==> config.mk <==
export PLATFORM = sky130hd
export DESIGN_NAME = tagged_length_frame_receiver
export DESIGN_NICKNAME = d
export VERILOG_FILES = /design/src/hdl/tlfr_pkg.sv /design/src/hdl/tlfr_deframe.sv /design/src/hdl/tagged_length_frame_receiver.sv
export SDC_FILE = /design/constraint.sdc
export NUM_CORES = 1
export LEC_CHECK = 0
export BUFFER_PORTS_ARGS = -buffer_cell sky130_fd_sc_hd__buf_2
export CAP_MARGIN = 10
export CELL_PAD_IN_SITES_DETAIL_PLACEMENT = 0
export CELL_PAD_IN_SITES_GLOBAL_PLACEMENT = 1
export CORE_ASPECT_RATIO = 1.75
export CORE_UTILIZATION = 33
export DETAILED_ROUTE_END_ITERATION = 8
export HOLD_SLACK_MARGIN = 0.12
export PLACE_DENSITY_LB_ADDON = 0.1
export SLEW_MARGIN = 25
export SYNTH_ARGS = -nofsm -noshare
export SYNTH_HDL_FRONTEND = slang
export SYNTH_SLANG_ARGS = --single-unit
==> constraint.sdc <==
create_clock -name clk -period 3.65 [get_ports clk]
set_input_delay 0.365 -clock clk [delete_from_list [all_inputs] [get_ports clk]]
set_output_delay 0.365 -clock clk [all_outputs]
set_load 0.01 [all_outputs]
==> src/hdl/tlfr_pkg.sv <==
`default_nettype none

package tlfr_pkg;

    // Phase codes of the deframer
    localparam logic [1:0] PH_HUNT = 2'd0;
    localparam logic [1:0] PH_TAG  = 2'd1;
    localparam logic [1:0] PH_RECV = 2'd2;

    // Byte classification
    localparam logic [2:0] K_SKIP    = 3'd0;
    localparam logic [2:0] K_START   = 3'd1;
    localparam logic [2:0] K_TAG_OK  = 3'd2;
    localparam logic [2:0] K_TAG_BAD = 3'd3;
    localparam logic [2:0] K_PAYLOAD = 3'd4;
    localparam logic [2:0] K_GOOD    = 3'd5;
    localparam logic [2:0] K_DISCARD = 3'd6;

    // Configuration register indexes
    localparam int unsigned CFG_IDX_W = 3;
    localparam logic [CFG_IDX_W-1:0] R_START_BYTE    = 3'd0;
    localparam logic [CFG_IDX_W-1:0] R_END_BYTE      = 3'd1;
    localparam logic [CFG_IDX_W-1:0] R_MASK_LOW      = 3'd2;
    localparam logic [CFG_IDX_W-1:0] R_MASK_MID_LOW  = 3'd3;
    localparam logic [CFG_IDX_W-1:0] R_MASK_MID_HIGH = 3'd4;
    localparam logic [CFG_IDX_W-1:0] R_MASK_HIGH     = 3'd5;

    localparam logic [7:0] START_BYTE_RST = 8'd2;
    localparam logic [7:0] END_BYTE_RST   = 8'd3;
    localparam logic [7:0] MIN_TAG        = 8'd3;

    typedef struct packed {
        logic [7:0]  data;
        logic [7:0]  position;
        logic [2:0]  kind;
        logic [15:0] discard_count;
    } result_t;

endpackage

`default_nettype wire

==> src/hdl/tlfr_deframe.sv <==
`default_nettype none

module tlfr_deframe
(
    input  wire logic                           clk,
    input  wire logic                           rst_n,
    input  wire logic                           cfg_we,
    input  wire logic [tlfr_pkg::CFG_IDX_W-1:0] cfg_index,
    input  wire logic [63:0]                    cfg_data,
    input  wire logic                           step,
    input  wire logic [7:0]                     rx_byte,
    output tlfr_pkg::result_t                   result
);

    logic [7:0]   start_byte_reg;
    logic [7:0]   end_byte_reg;
    logic [255:0] tag_mask_reg;

    logic [1:0]   phase_reg;
    logic [1:0]   phase_next;
    logic [7:0]   pos_reg;
    logic [7:0]   pos_next;
    logic [7:0]   len_reg;
    logic [7:0]   len_next;
    logic [15:0]  discards_reg;
    logic [15:0]  discards_next;

    logic         tag_ok;
    logic         last_byte;

    always_ff @(posedge clk or negedge rst_n)
    begin
        if (!rst_n)
        begin
            start_byte_reg <= tlfr_pkg::START_BYTE_RST;
            end_byte_reg   <= tlfr_pkg::END_BYTE_RST;
            tag_mask_reg   <= '0;
        end
        else if (cfg_we)
        begin
            case (cfg_index)
                tlfr_pkg::R_START_BYTE:    start_byte_reg        <= cfg_data[7:0];
                tlfr_pkg::R_END_BYTE:      end_byte_reg          <= cfg_data[7:0];
                tlfr_pkg::R_MASK_LOW:      tag_mask_reg[63:0]    <= cfg_data;
                tlfr_pkg::R_MASK_MID_LOW:  tag_mask_reg[127:64]  <= cfg_data;
                tlfr_pkg::R_MASK_MID_HIGH: tag_mask_reg[191:128] <= cfg_data;
                tlfr_pkg::R_MASK_HIGH:     tag_mask_reg[255:192] <= cfg_data;
                default:                   ;
            endcase
        end
    end

    assign tag_ok    = (rx_byte >= tlfr_pkg::MIN_TAG) && tag_mask_reg[rx_byte];
    assign last_byte = (pos_reg == (len_reg - 8'd1));

    always_comb
    begin
        phase_next    = phase_reg;
        pos_next      = pos_reg;
        len_next      = len_reg;
        discards_next = discards_reg;
        result.data     = rx_byte;
        result.position = pos_reg;
        result.kind     = tlfr_pkg::K_SKIP;

        case (phase_reg)
            tlfr_pkg::PH_TAG:
            begin
                if (tag_ok)
                begin
                    phase_next  = tlfr_pkg::PH_RECV;
                    len_next    = rx_byte;
                    pos_next    = pos_reg + 8'd1;
                    result.kind = tlfr_pkg::K_TAG_OK;
                end
                else
                begin
                    len_next    = '0;
                    result.kind = tlfr_pkg::K_TAG_BAD;
                end
            end
            tlfr_pkg::PH_RECV:
            begin
                if (last_byte)
                begin
                    if (rx_byte != end_byte_reg)
                    begin
                        discards_next = discards_reg + 16'd1;
                        result.kind   = tlfr_pkg::K_DISCARD;
                    end
                    else
                    begin
                        result.kind = tlfr_pkg::K_GOOD;
                    end
                    phase_next = tlfr_pkg::PH_HUNT;
                    pos_next   = '0;
                end
                else
                begin
                    pos_next    = pos_reg + 8'd1;
                    result.kind = tlfr_pkg::K_PAYLOAD;
                end
            end
            default:
            begin
                // hunt, and the unused code acts the same
                result.position = '0;
                if (rx_byte == start_byte_reg)
                begin
                    phase_next  = tlfr_pkg::PH_TAG;
                    pos_next    = 8'd1;
                    result.kind = tlfr_pkg::K_START;
                end
                else
                begin
                    phase_next  = tlfr_pkg::PH_HUNT;
                    pos_next    = '0;
                    result.kind = tlfr_pkg::K_SKIP;
                end
            end
        endcase

        result.discard_count = discards_next;
    end

    always_ff @(posedge clk or negedge rst_n)
    begin
        if (!rst_n)
        begin
            phase_reg    <= tlfr_pkg::PH_HUNT;
            pos_reg      <= '0;
            len_reg      <= '0;
            discards_reg <= '0;
        end
        else if (step)
        begin
            phase_reg    <= phase_next;
            pos_reg      <= pos_next;
            len_reg      <= len_next;
            discards_reg <= discards_next;
        end
    end

endmodule

`default_nettype wire

==> src/hdl/tagged_length_frame_receiver.sv <==
`default_nettype none

// Channel  | Direction | Handshake             | Payload
// ---------+-----------+-----------------------+------------------------------------------
// input    | in        | in_valid / in_stall   | rx_byte[7:0]
// result   | out       | out_valid / out_stall | out_byte, position, kind, discard_count
// config   | in        | cfg_valid / cfg_ready | cfg_index[2:0], cfg_data[63:0]
//
// One byte is accepted per cycle while in_stall is low; its result is registered into the
// output register when that stage is free, else into the skid register.
// The deframer state advances in the accept cycle, so the next byte may follow at once.
// A one-entry skid register behind the output register absorbs a stall; in_stall is
// the skid-full flag. Reset (rst_n, async low) empties both stages and loads the
// register defaults. cfg_ready is always high.

module tagged_length_frame_receiver
(
    input  wire logic                           clk,
    input  wire logic                           rst_n,

    input  wire logic                           in_valid,
    output logic                                in_stall,
    input  wire logic [7:0]                     rx_byte,

    output logic                                out_valid,
    input  wire logic                           out_stall,
    output logic [7:0]                          out_byte,
    output logic [7:0]                          position,
    output logic [2:0]                          kind,
    output logic [15:0]                         discard_count,

    input  wire logic                           cfg_valid,
    output logic                                cfg_ready,
    input  wire logic [tlfr_pkg::CFG_IDX_W-1:0] cfg_index,
    input  wire logic [63:0]                    cfg_data
);

    tlfr_pkg::result_t result;
    tlfr_pkg::result_t out_reg;
    tlfr_pkg::result_t skid_reg;
    logic              out_valid_reg;
    logic              skid_valid_reg;
    logic              accept;
    logic              take;

    assign cfg_ready = 1'b1;
    assign in_stall  = skid_valid_reg;
    assign accept    = in_valid && !skid_valid_reg;
    assign take      = out_valid_reg && !out_stall;

    tlfr_deframe u_deframe
    (
        .clk       (clk),
        .rst_n     (rst_n),
        .cfg_we    (cfg_valid && cfg_ready),
        .cfg_index (cfg_index),
        .cfg_data  (cfg_data),
        .step      (accept),
        .rx_byte   (rx_byte),
        .result    (result)
    );

    always_ff @(posedge clk or negedge rst_n)
    begin
        if (!rst_n)
        begin
            out_valid_reg  <= 1'b0;
            skid_valid_reg <= 1'b0;
        end
        else if (take || !out_valid_reg)
        begin
            // output stage free: refill from skid first, else from the new transaction
            if (skid_valid_reg)
            begin
                out_valid_reg  <= 1'b1;
                skid_valid_reg <= 1'b0;
            end
            else
            begin
                out_valid_reg <= accept;
            end
        end
        else if (accept)
        begin
            skid_valid_reg <= 1'b1;
        end
    end

    always_ff @(posedge clk)
    begin
        if (take || !out_valid_reg)
        begin
            if (skid_valid_reg)
            begin
                out_reg <= skid_reg;
            end
            else if (accept)
            begin
                out_reg <= result;
            end
        end
        else if (accept)
        begin
            skid_reg <= result;
        end
    end

    assign out_valid     = out_valid_reg;
    assign out_byte      = out_reg.data;
    assign position      = out_reg.position;
    assign kind          = out_reg.kind;
    assign discard_count = out_reg.discard_count;

endmodule

`default_nettype wire
# --- Word level (Yosys, flattened, before mapping) ---
# Index checks and enable logic that the tools add are counted.
# W data, S select, Z words.
word_totals:
  regBits: 378
  in_bits: 80
  output_inout_bits: 38
op_classes:
  addsub: 3
  n_lt_le_gt_ge: 2
  n_eq_ne: 12
  n_mux: 25
  bitwise_logic: 1
  n_reduce_logical: 22
op_table:
  columns: ["cell", "count"]
  rows:
  - ["$mux W35", 2]
  - ["$mux W16", 3]
  - ["$mux W8", 4]
  - ["$reduce_and A2 Y1", 10]
  - ["$add A16 B1 Y16 const B", 1]
  - ["$eq A8 B8 Y1", 2]
  - ["$pmux W8 S2", 1]
  - ["$lt A8 B9 Y1 const B", 1]
  - ["$add A8 B1 Y8 const B", 1]
  - ["$bmux W1 S8", 1]
  - ["$ge A8 B2 Y1 const B", 1]
  - ["$mux W1", 8]
  - ["$mux W2", 4]
  - ["$ne A8 B8 Y1", 1]
  - ["$sub A8 B1 Y8 const B", 1]
  - ["$eq A3 B2 Y1 const B", 2]
  - ["$eq A3 B3 Y1 const B", 2]
  - ["$pmux W3 S2", 1]
  - ["$ne A2 B1 Y1 const B", 2]
  - ["$pmux W2 S2", 1]
  - ["$reduce_bool A2 Y1", 2]
  - ["$eq A3 B1 Y1 const B", 1]
  - ["$logic_and A1 B1 Y1", 3]
  - ["$logic_not A1 Y1", 3]
  - ["other kinds (7)", 7]

# --- Depth between registers and ports, before layout ---
# Gate-level depths: netlist of run 1.
logic_depth:
  ltp_word: 7
  ltp_mapped: 13
  ltp_nobuf: 10

# --- By module ---
# Synthesis of run 1 repeated with hierarchy kept, for this count alone.
unflattened:
  cells_unflattened: 1198
  area_unflattened_um2: 17530.6
by_module_without_submodules:
  columns: ["mod", "n_inst", "cells_per_inst", "area_each_um2"]
  rows:
  - ["tlfr_deframe", 1, 1080, 14884.3]
  - ["tagged_length_frame_receiver", 1, 118, 2646.3]

# --- Worst setup path after synthesis of run 1 ---
# No wires, ideal clock.
synth_timing:
  path_kind: "register -> register"
  start: "reg u_deframe.len_reg[2]"
  end: "reg out_reg (netlist bit discard_count[15]), data pin"
  setup_ns: 0.260
  t_arrival_ns: 3.201
  path_slack_ns: 0.189
  stages_incl_launch_ff: 10
  n_path_buf: 1
  synth_period_minus_slack_ns: 3.461
  cell_sequence: "dfrtp_1 > or4_4 > or4b_1 > and3_1 > o31a_1 > or4b_1 > buf_2 > nor4_2 > xor2_1 > mux2_2"
synth_rtl:
  columns: ["element", "line", "source"]
  rows:
  - ["start: declaration", "tlfr_deframe.sv:23", "logic [7:0] len_reg;"]
  - ["start signal: assignment", "tlfr_deframe.sv:139", "len_reg <= len_next;"]
  - ["end signal: assignment", "tagged_length_frame_receiver.sv:95", "out_reg <= skid_reg;"]
  - ["end signal: assignment", "tagged_length_frame_receiver.sv:99", "out_reg <= result;"]
  - ["end: declaration", "tagged_length_frame_receiver.sv:39", "tlfr_pkg::result_t out_reg;"]

==> results.sh, run 1 <==
export IMPL_status="finished, final reports clean"
export IMPL_ys_ff_latch=378
export IMPL_worstSetupPathType="reg -> reg"
export IMPL_cap_violations=0
export IMPL_yosys_cell_types_count=66
export IMPL_grt_pass1_vias=11500
export IMPL_clockBufferDepth=3
export IMPL_ir_worst_vdd_mv=0.302
export IMPL_root_buffer="clkbuf_16"
export IMPL_area_growth_pct=18.6
export IMPL_postCtsSetupRepairBufs=0
export IMPL_die_h_um=305
export IMPL_viasPerCell=5.08
export IMPL_drtIter0Drc=452
export IMPL_tightest_slew_ps=953
export IMPL_fillers=4909
export IMPL_hp_class="in -> reg"
export IMPL_yosys_warnings=0
export IMPL_clk_insertion_delay_late_ps=540
export IMPL_cts_tree="yes"
export IMPL_final_max_slew_viol_count=0
export IMPL_via_count=10500
export IMPL_drive_above_1_share=0.426
export IMPL_p_leak_nw=8.57
export IMPL_final_hold_viol_count=0
export IMPL_min_period_ps=3540
export IMPL_overflow=0
export IMPL_clkTransAtPathRegs_ps=60
export IMPL_die_area_sq_um=53400
export IMPL_routedWlPerCell_um=21.9
export IMPL_syn_inst=1193
export IMPL_fin_crit_sh=0.971
export IMPL_final_cell_mix="dfrtp_1 (305), mux2_2 (301), buf_2 (113)"
export IMPL_postRouteAntennaNets=0
export IMPL_largest_register_ffs=256
export IMPL_endpoint_kind="flop"
export IMPL_fin_util=0.398
export IMPL_synth_edff_count=70
export IMPL_powerDensity_nw_per_um2=557
export IMPL_slew_headroom=0.365
export IMPL_portBuffers=116
export IMPL_io_pins=118
export IMPL_synth_avg_cell_area_sq_um=14.5
export IMPL_track_usage=0.176
export IMPL_post_dp_hpwl_um=31600
export IMPL_fin_skew_ps=12.9
export IMPL_async_flop_share=0.815
export IMPL_synth_fp_nets=1278
export IMPL_drc=0
export IMPL_initial_core_util=0.336
export IMPL_grt_max_degree=98
export IMPL_rows=110
export IMPL_rsz0062_at_grt="false"
export IMPL_setup_violations=0
export IMPL_routabilityCongestion=0.786
export IMPL_design_core_area_sq_um=51600
export IMPL_fin_nets=1451
export IMPL_routed_wirelength_um=45200
export IMPL_final_area_sq_um=20500
export IMPL_cp_start_kind="flop"
export IMPL_crit_required_ps=3950
export IMPL_cts_buffers_inserted=39
export IMPL_grt_pass1_wl_um=71300
export IMPL_fin_setup_tns_ps=0
export IMPL_worst_path_max_fanout=5
export IMPL_grt_antenna_before_repair=3
export IMPL_synth_seq_area_share=0.567
export IMPL_synth_area_sq_um=17300
export IMPL_drt_first_pass_iters=4
export IMPL_die_width_um=175
export IMPL_htree_levels=2
export IMPL_fmax_mhz=282
export IMPL_place_area_sq_um=19000
export IMPL_final_common_cell="dfrtp_1"
export IMPL_ys_flop_type="dfrtp_1"
export IMPL_crit_arrival_ps=3840
export IMPL_clkSinkCount=378
[layer usage]
metal / part of all wire / wire [um] / global-route usage / vias up
met1: 0.39 / 17500 / 0.200 / 5491
li1: - / - / - / 4778
met2: 0.56 / 25100 / 0.333 / 155
met3: 0.029 / 1310 / 0.0243 / 64
met5: 0.00064 / 29 / 0 / -
met4: 0.028 / 1260 / 0.0552 / 4
[cell type report]
type | instances | area (sq um) | share of cell area
clock buffer | 58 | 1090 | 0.0529
multi-input combinational | 725 | 7200 | 0.351
clock inverter | 9 | 56.3 | 0.00274
antenna | 1 | 2.50 | 0.000122
tap | 672 | 841 | 0.0409
inverter | 17 | 63.8 | 0.00311
timing repair buffer | 205 | 1480 | 0.0721
sequential | 378 | 9810 | 0.478
[through the flow]
step,power [mW],hold WS [ps],std cells,setup WS (ps)
final,11.4,137,2065,107
after global routing,12.1,124,2065,13.3
after CTS,11.7,120,2063,91.2
after detailed placement,7.81,384,1955,50.7
after global placement,7.75,378,1955,80.9
after floorplan,6.98,69.4,1193,189
[critical path: stages, from the launching register on]
cell and delay, ps:
dfrtp_1 380, or4_4 550, or4b_1 490, and3_1 190, o31a_1 290, or4b_1 520, buf_4 190, nor4_2 300
xor2_1 120, mux2_2 270
[cells by family (layout without fill, tap and decap cells)]
logic type      count (synthesis)  in the layout  share of synthesized area
compound gates                 87             87                     0.0353
xor+xnor                       55             55                     0.0278
fa+ha+maj                       5              5                    0.00361
buf+inv                        90            289                     0.0206
flops                         378            378                      0.567
mux                           386            386                      0.289
other cells                     1              2                   0.000217
simple gates                  191            191                     0.0570
[timing repair]
item,in CTS,in global routing
hold endpoints to repair,213,1
resized for setup,0,1
endpoints found under the setup margin,0,1
hold buffers,41,1
[cell usage after synthesis (6+ instances only)]
cell type	n	area (sq um)
buf_2	12	60.1
nand4_1	12	75.1
edfxtp_1	70	2100
inv_1	16	60.1
clkbuf_1	52	195
a31oi_1	6	37.5
nand2_1	58	218
buf_1	8	30.0
nor2b_1	11	68.8
nor2_1	43	161
mux2i_1	24	240
o21ai_0	18	90.1
nand3_1	13	65.1
mux4_2	61	1370
o22ai_1	6	37.5
xnor2_1	32	280
o31ai_1	11	82.6
and3_1	9	56.3
nor3_1	12	60.1
dfrtp_1	305	7630
xor2_1	23	201
mux2_2	301	3390
a21oi_1	10	50.1
[report_power, final]
part           total, mW  switching [mW]  internal (mW)
Sequential          5.48           0.391           5.09
Clock               3.75            1.69           2.06
Combinational       2.22           0.983           1.24
[path summary, 6_finish.rpt]
kind / startpoint / endpoint / slack [ps] / depth (start not counted)
worst max-delay path: u_deframe.len_reg[0] / discard_count[11] / 110 / 9
min in group asynchronous: rst_n / u_deframe.tag_mask_reg[74] / 390 / 2
worst min register to register: u_deframe.discards_reg[15] / u_deframe.discards_reg[15] / 490 / 1
max in group asynchronous: rst_n / u_deframe.tag_mask_reg[164] / 2290 / 3
worst min-delay path: cfg_data[53] / u_deframe.tag_mask_reg[117] / 140 / 2
worst max register to register: u_deframe.len_reg[0] / discard_count[11] / 110 / 9
Note: power is estimated with default switching activity, not from simulation.
==> run 2: changes to the inputs <==
--- a/config.mk
+++ b/config.mk
@@ -17,4 +17,5 @@
 export SLEW_MARGIN = 25
 export SYNTH_ARGS = -nofsm -noshare
 export SYNTH_HDL_FRONTEND = slang
+export SYNTH_HIERARCHICAL = 1
 export SYNTH_SLANG_ARGS = --single-unit
==> constraint.sdc (replaced) <==
create_clock -name clk -period 3.2 [get_ports clk]
set_input_delay 0.32 -clock clk [delete_from_list [all_inputs] [get_ports clk]]
set_output_delay 0.32 -clock clk [all_outputs]
set_load 0.01 [all_outputs]
==> run 2 against run 1 <==
  * Setup slack worse by 330 ps
  * Sequential power is 14% higher
  * Register-to-register slack worse by 330 ps
  * The run now ends with negative setup slack left
  * Clock skew is 1.4 ps higher
  * Highest routed layer is now met4
  * Largest power group unchanged
  * Die area is 1.2% higher
  * Non-clock buffer count is 84 higher
==> results.sh, run 2 <==
export IMPL_via_count=10700
export IMPL_place_ws_ps=-221
export IMPL_final_common_cell="mux2_2"
export IMPL_fmax_mhz=292
export IMPL_fin_ws_ps=-224
export IMPL_synth_most_common_cell="mux2_2"
export IMPL_clk_insertion_delay_late_ps=540
export IMPL_whs_path_depth=2
export IMPL_viasPerCell=4.96
export IMPL_synth_seq_area_share=0.560
export IMPL_cap_violations=0
export IMPL_drt_first_pass_iters=4
export IMPL_area_growth_pct=24.6
export IMPL_endpoint_kind="flop"
export IMPL_routed_wirelength_um=47000
export IMPL_r2r_start="u_deframe/len_reg[0]"
export IMPL_reg2reg_depth=12
export IMPL_synth_xor_area_frac=0.0265
export IMPL_drc=0
export IMPL_syn_inst=1198
export IMPL_htree_levels=2
export IMPL_synth_avg_cell_area_sq_um=14.6
export IMPL_n_antenna_cell=0
export IMPL_clkTransAtPathRegs_ps=60
export IMPL_async_flop_share=0.815
export IMPL_ir_worst_vdd_mv=0.381
export IMPL_grt_max_degree=85
export IMPL_cts_buffers_inserted=40
export IMPL_hold_start="cfg_data[14]"
export IMPL_regToRegSetupSlack_ps=-220
export IMPL_postRouteAntennaNets=0
export IMPL_rsz0062_at_grt="true"
export IMPL_synthTopCellsByCount="mux2_2 (324), dfrtp_1 (305), edfxtp_1 (70)"
export IMPL_die_h_um=307
export IMPL_synth_area_sq_um=17500
export IMPL_grt_pass1_vias=11800
export IMPL_violations="negative setup slack"
export IMPL_synth_fp_nets=1284
export IMPL_synth_top_cell_by_area="dfrtp_1"
export IMPL_p_leak_nw=9.13
export IMPL_ys_top_cells_by_area="dfrtp_1 (44%), mux2_2 (21%), edfxtp_1 (12%), mux4_2 (5.8%), mux2i_1 (2.6%)"
export IMPL_final_hold_viol_count=0
export IMPL_io_pins=118
export IMPL_fin_nets=1540
export IMPL_synth_top_family_by_area="multiplexers"
export IMPL_synth_compound_area_frac=0.0294
export IMPL_overflow=0
export IMPL_ys_flop_type="dfrtp_1"
export IMPL_synth_edff_count=70
export IMPL_design_core_area_sq_um=52400
export IMPL_min_period_ps=3420
export IMPL_slew_headroom=0.341
export IMPL_rows=111
export IMPL_fin_util=0.417
export IMPL_fin_cells=2163
export IMPL_die_width_um=176
export IMPL_drtIter0Drc=404
export IMPL_fin_crit_sh=1.07
export IMPL_r2r_end="discard_count[14]"
export IMPL_crit_required_ps=3500
export IMPL_final_max_slew_viol_count=0
export IMPL_largest_register_ffs=256
export IMPL_crit_arrival_ps=3720
export IMPL_yosys_cell_types_count=70
export IMPL_die_area_sq_um=54100
export IMPL_ys_ff_latch=378
export IMPL_worstSetupPathType="reg -> reg"
export IMPL_grt_antenna_before_repair=0
export IMPL_whs_endpoint="u_deframe/tag_mask_reg[142]"
export IMPL_status="finished with violations"
export IMPL_initial_core_util=0.335
export IMPL_tightest_slew_ps=988
export IMPL_drive_above_1_share=0.488
export IMPL_p_total_mw=13.5
export IMPL_hold_ws_ps=127
export IMPL_powerDensity_nw_per_um2=620
export IMPL_hp_class="in -> reg"
export IMPL_synth_area_mux_share=0.292
export IMPL_post_dp_hpwl_um=33000
export IMPL_worst_path_max_fanout=6
export IMPL_yosys_warnings=6
export IMPL_cp_start_kind="flop"
export IMPL_track_usage=0.178
export IMPL_yosys_area_share_adder=0.00428
export IMPL_fin_skew_ps=14.3
export IMPL_clkSinkCount=378
export IMPL_portBuffers=116
export IMPL_yosys_area_share_simple=0.0616
export IMPL_routabilityCongestion=0.765
export IMPL_cts_tree="yes"
export IMPL_root_buffer="clkbuf_16"
export IMPL_dp_cells=2011
export IMPL_routedWlPerCell_um=21.7
export IMPL_yosysTopAreaCellShare=0.435
export IMPL_grt_pass1_wl_um=72000
export IMPL_final_cell_mix="mux2_2 (314), dfrtp_1 (304), buf_2 (114)"
export IMPL_setup_violations=21
export IMPL_clockBufferDepth=3
==> run 2: cell count changes after synthesis, moves of 7 or more <==
cell / delta
xnor2_1: -7
buf_6: +7
mux2_2: +23
buf_4: +16
buf_1: -7
nor2b_1: +7
clkbuf_1: -15
mux4_2: -16
nand3_1: +7
mux2i_1: +22
nand2_1: -13
o31ai_1: -9
nor2_1: -20
a22oi_1: +8
==> run 2: through the flow <==
| stage | setup TNS [ps] | cell area, sq um |
|---|---|---|
| 2_1_floorplan | -252 | 17500 |
| 3_3_place_gp | -2430 | 19500 |
| 3_5_place_dp | -3600 | 19500 |
| 4_1_cts | -2040 | 21500 |
| 5_1_grt | -5540 | 21800 |
| 6_report | -2410 | 21800 |
==> run 2: what timing repair did <==
action,in CTS,in global routing
pin swaps,4,15
hold endpoints to repair,276,0
hold buffers,56,0
setup endpoints to repair,25,44
setup buffers,11,13
gates cloned,0,1
resized for setup,23,48
==> run 2: metal layers <==
layer	track usage	share of wire
met5	0	0
met4	0.0562	0.028
met3	0.0216	0.029
met2	0.344	0.56
met1	0.197	0.38
==> run 2: how the worst max path moves through the flow <==
stage	startpoint	to	cells past startpoint
3_5_place_dp	u_deframe/len_reg[1]	discard_count[6]	10
4_1_cts	u_deframe/len_reg[0]	discard_count[5]	10
2_1_floorplan	u_deframe/len_reg[0]	discard_count[14]	12
5_1_grt	u_deframe/len_reg[0]	discard_count[14]	12
3_3_place_gp	rx_byte[2]	u_deframe/pos_reg[5]	12
6_report	u_deframe/len_reg[0]	discard_count[14]	12
==> run 2: logic make-up (layout without fill, tap and decap cells) <==
family                     count (synthesis)  in the layout
muxes                                    415            415
DFF                                      378            378
and+or+nand+nor                          185            185
buffers and inverters                     86            372
AOI/OAI and AO/OA                         74             75
xor gates and xnor gates                  53             53
adders and majority gates                  6              6
other                                      1              1
==> run 2: power breakdown <==
| group | leakage (nW) | switching (mW) | internal (mW) | total, mW |
|---|---|---|---|---|
| Sequential | 4.40 | 0.467 | 5.80 | 6.27 |
| Clock | 0.622 | 1.96 | 2.62 | 4.58 |
| Combinational | 4.11 | 1.18 | 1.50 | 2.69 |
==> run 2: final cells by class <==
| type | instances | area (sq um) |
|---|---|---|
| clock inverters | 18 | 156 |
| well taps | 678 | 848 |
| fillers | 4920 | 30500 |
| inverters | 10 | 37.5 |
| clock buffers | 55 | 1120 |
| multi-input cells | 735 | 7580 |
| repair buffers | 289 | 2280 |
| flip-flops and latches | 378 | 9810 |
==> run 2: critical path, cell delays in order, from the launching register on <==
cell       delay [ps]
dfrtp_1           380
inv_2              90
ha_4              130
or3b_4            370
or4_4             500
a2111oi_4         370
o311ai_4          250
nor4_4            340
nand2_2           130
nor2_4            150
nand2_2            70
xnor2_2           130
mux2_2            260
==> run 3: changes to the inputs <==
--- a/config.mk
+++ b/config.mk
@@ -6,7 +6,6 @@
 export NUM_CORES = 1
 export LEC_CHECK = 0
 export BUFFER_PORTS_ARGS = -buffer_cell sky130_fd_sc_hd__buf_2
-export CAP_MARGIN = 10
 export CELL_PAD_IN_SITES_DETAIL_PLACEMENT = 0
 export CELL_PAD_IN_SITES_GLOBAL_PLACEMENT = 1
 export CORE_ASPECT_RATIO = 1.75
==> constraint.sdc (replaced) <==
create_clock -name clk -period 3.2 [get_ports clk]
set_input_delay 0.48 -clock clk [delete_from_list [all_inputs] [get_ports clk]]
set_output_delay 0.48 -clock clk [all_outputs]
set_load 0.01 [all_outputs]
==> run 3 against run 2 <==
  * The flow still finishes with violations (negative setup slack)
  * Global-route usage rose by 0.088 points
  * Combinational power fell by 5%
  * First-iteration DRC count fell by 2.5%
  * Non-clock buffer count fell by 45
==> results.sh, run 3 (same netlist as run 2, synthesis figures left out) <==
export IMPL_setup_violations=16
export IMPL_powerDensity_nw_per_um2=632
export IMPL_drtIter0Drc=394
export IMPL_grt_pass1_vias=11500
export IMPL_postRouteAntennaNets=0
export IMPL_cp_start_kind="flop"
export IMPL_fin_nets=1495
export IMPL_fin_skew_ps=11.2
export IMPL_seqPwrFrac=0.464
export IMPL_crit_required_ps=3480
export IMPL_violations="negative setup slack"
export IMPL_n_antenna_cell=0
export IMPL_io_pins=118
export IMPL_worst_path_max_fanout=6
export IMPL_final_max_slew_viol_count=0
export IMPL_clkPwrFrac=0.347
export IMPL_final_hold_viol_count=0
export IMPL_fin_crit_sh=1.05
export IMPL_rows=111
export IMPL_die_width_um=176
export IMPL_fmax_mhz=299
export IMPL_final_common_cell="mux2_2"
export IMPL_area_growth_pct=22.1
export IMPL_clkTransAtPathRegs_ps=70
export IMPL_routabilityCongestion=0.782
export IMPL_clkSinkCount=378
export IMPL_fin_setup_tns_ps=-1150
export IMPL_slew_headroom=0.509
export IMPL_sw_frac_of_total=0.262
export IMPL_crit_arrival_ps=3630
export IMPL_routedWlPerCell_um=22.3
export IMPL_use_met1=0.196
export IMPL_fin_util=0.409
export IMPL_top_usage_layer="met2"
export IMPL_p_int_mw=9.98
export IMPL_met2_usage=0.350
export IMPL_initial_core_util=0.335
export IMPL_cts_buffers_inserted=40
export IMPL_rsz0062_at_grt="true"
export IMPL_post_dp_hpwl_um=33800
export IMPL_die_h_um=307
export IMPL_cap_violations=0
export IMPL_largest_register_ffs=256
export IMPL_grt_max_degree=80
export IMPL_cts_tree="yes"
export IMPL_overflow=0
export IMPL_root_buffer="clkbuf_16"
export IMPL_drc=0
export IMPL_clockBufferDepth=3
export IMPL_ir_worst_vdd_mv=0.367
export IMPL_worstSetupPathType="reg -> reg"
export IMPL_viasPerCell=4.99
export IMPL_drt_first_pass_iters=4
export IMPL_drive_above_1_share=0.515
export IMPL_met3_usage=0.0203
export IMPL_design_core_area_sq_um=52400
export IMPL_p_leak_nw=9.01
export IMPL_final_cell_mix="mux2_2 (316), dfrtp_1 (304), buf_2 (113)"
export IMPL_fillers=4945
export IMPL_min_period_ps=3350
export IMPL_comb_power_share=0.189
export IMPL_power_switching_mw=3.55
export IMPL_via_count=10600
export IMPL_die_area_sq_um=54100
export IMPL_tightest_slew_ps=733
export IMPL_routed_wirelength_um=47100
export IMPL_track_usage=0.179
export IMPL_final_area_sq_um=21400
export IMPL_htree_levels=2
export IMPL_portBuffers=116
export IMPL_place_ws_ps=-434
export IMPL_grt_pass1_wl_um=72100
export IMPL_clk_insertion_delay_late_ps=540
export IMPL_place_area_sq_um=19600
export IMPL_fin_ws_ps=-150
export IMPL_endpoint_kind="flop"
export IMPL_status="finished with violations"
export IMPL_grt_antenna_before_repair=0
export IMPL_hp_class="in -> reg"
==> run 3: changes by cell type in the layout (fill, tap and decap cells not counted), sizes merged <==
cell	change
dlygate4sd3	-55
clkinvlp	-2
clkinv	-3
inv	-2
buf	+9
clkbuf	+6
==> run 3: power by group through the flow <==
stage | sequential (mW) | combinational (mW) | clock [mW]
final | 6.28 | 2.56 | 4.69
after global placement | 6.34 | 2.47 | 0
after detailed placement | 6.36 | 2.51 | 0
after global routing | 6.38 | 2.78 | 5.03
after floorplan | 6.20 | 1.67 | 0
after CTS | 6.28 | 2.57 | 4.88
==> run 3: final cells by class <==
class                           count  area [sq um]  area share
Multi-Input combinational cell    735          7600       0.355
Tap cell                          678           848      0.0396
Clock buffer                       60          1210      0.0564
Clock inverter                     11           111     0.00520
Inverter                           10          37.5     0.00175
Sequential cell                   378          9810       0.459
Timing Repair Buffer              244          1780      0.0832
==> run 3: layer usage <==
metal,vias to the layer above,wire length [um],part of all wire
met1,5505,17700,0.38
li1,4828,-,-
met3,59,1300,0.027
met5,-,0,0
met4,0,1290,0.027
met2,165,26800,0.57
==> run 3: repair_timing <==
| item | 4_1_cts | 5_1_grt |
|---|---|---|
| hold endpoints to repair | 71 | 0 |
| resized for setup | 31 | 41 |
| hold buffers | 1 | 0 |
| cloned | 0 | 1 |
| buffers inserted | 14 | 8 |
| pin swaps | 17 | 17 |
| endpoints found under the setup margin | 31 | 52 |
==> run 3: final timing paths <==
check                                      startpoint                          end  slack [ps]  cells past startpoint
hold reg to reg            u_deframe/discards_reg[15]   u_deframe/discards_reg[15]         490                      1
max in group asynchronous                       rst_n  u_deframe/tag_mask_reg[243]        1810                      3
hold / removal                           cfg_data[13]   u_deframe/tag_mask_reg[77]         220                      2
setup reg to reg                 u_deframe/len_reg[1]             discard_count[5]        -150                     12
setup / recovery                 u_deframe/len_reg[1]             discard_count[5]        -150                     12
min in group asynchronous                       rst_n   u_deframe/tag_mask_reg[50]         530                      2
==> run 3: per-stage QoR <==
| stage | power (mW) | hold WS, ps | std cells |
|---|---|---|---|
| after detailed placement | 8.87 | 477 | 2026 |
| after floorplan | 7.87 | 184 | 1198 |
| after global routing | 14.2 | 214 | 2116 |
| after CTS | 13.7 | 195 | 2109 |
| after global placement | 8.81 | 479 | 2026 |
| final | 13.5 | 222 | 2116 |
==> run 3: critical path, cell delays in order (launching register included) <==
cell,delay (ps)
dfrtp_1,390
inv_2,80
ha_4,130
or3b_4,370
or4_4,430
a2111oi_4,380
o311ai_4,260
buf_4,210
nor4_4,150
buf_6,170
nand3_4,80
xnor2_2,160
mux2_4,280
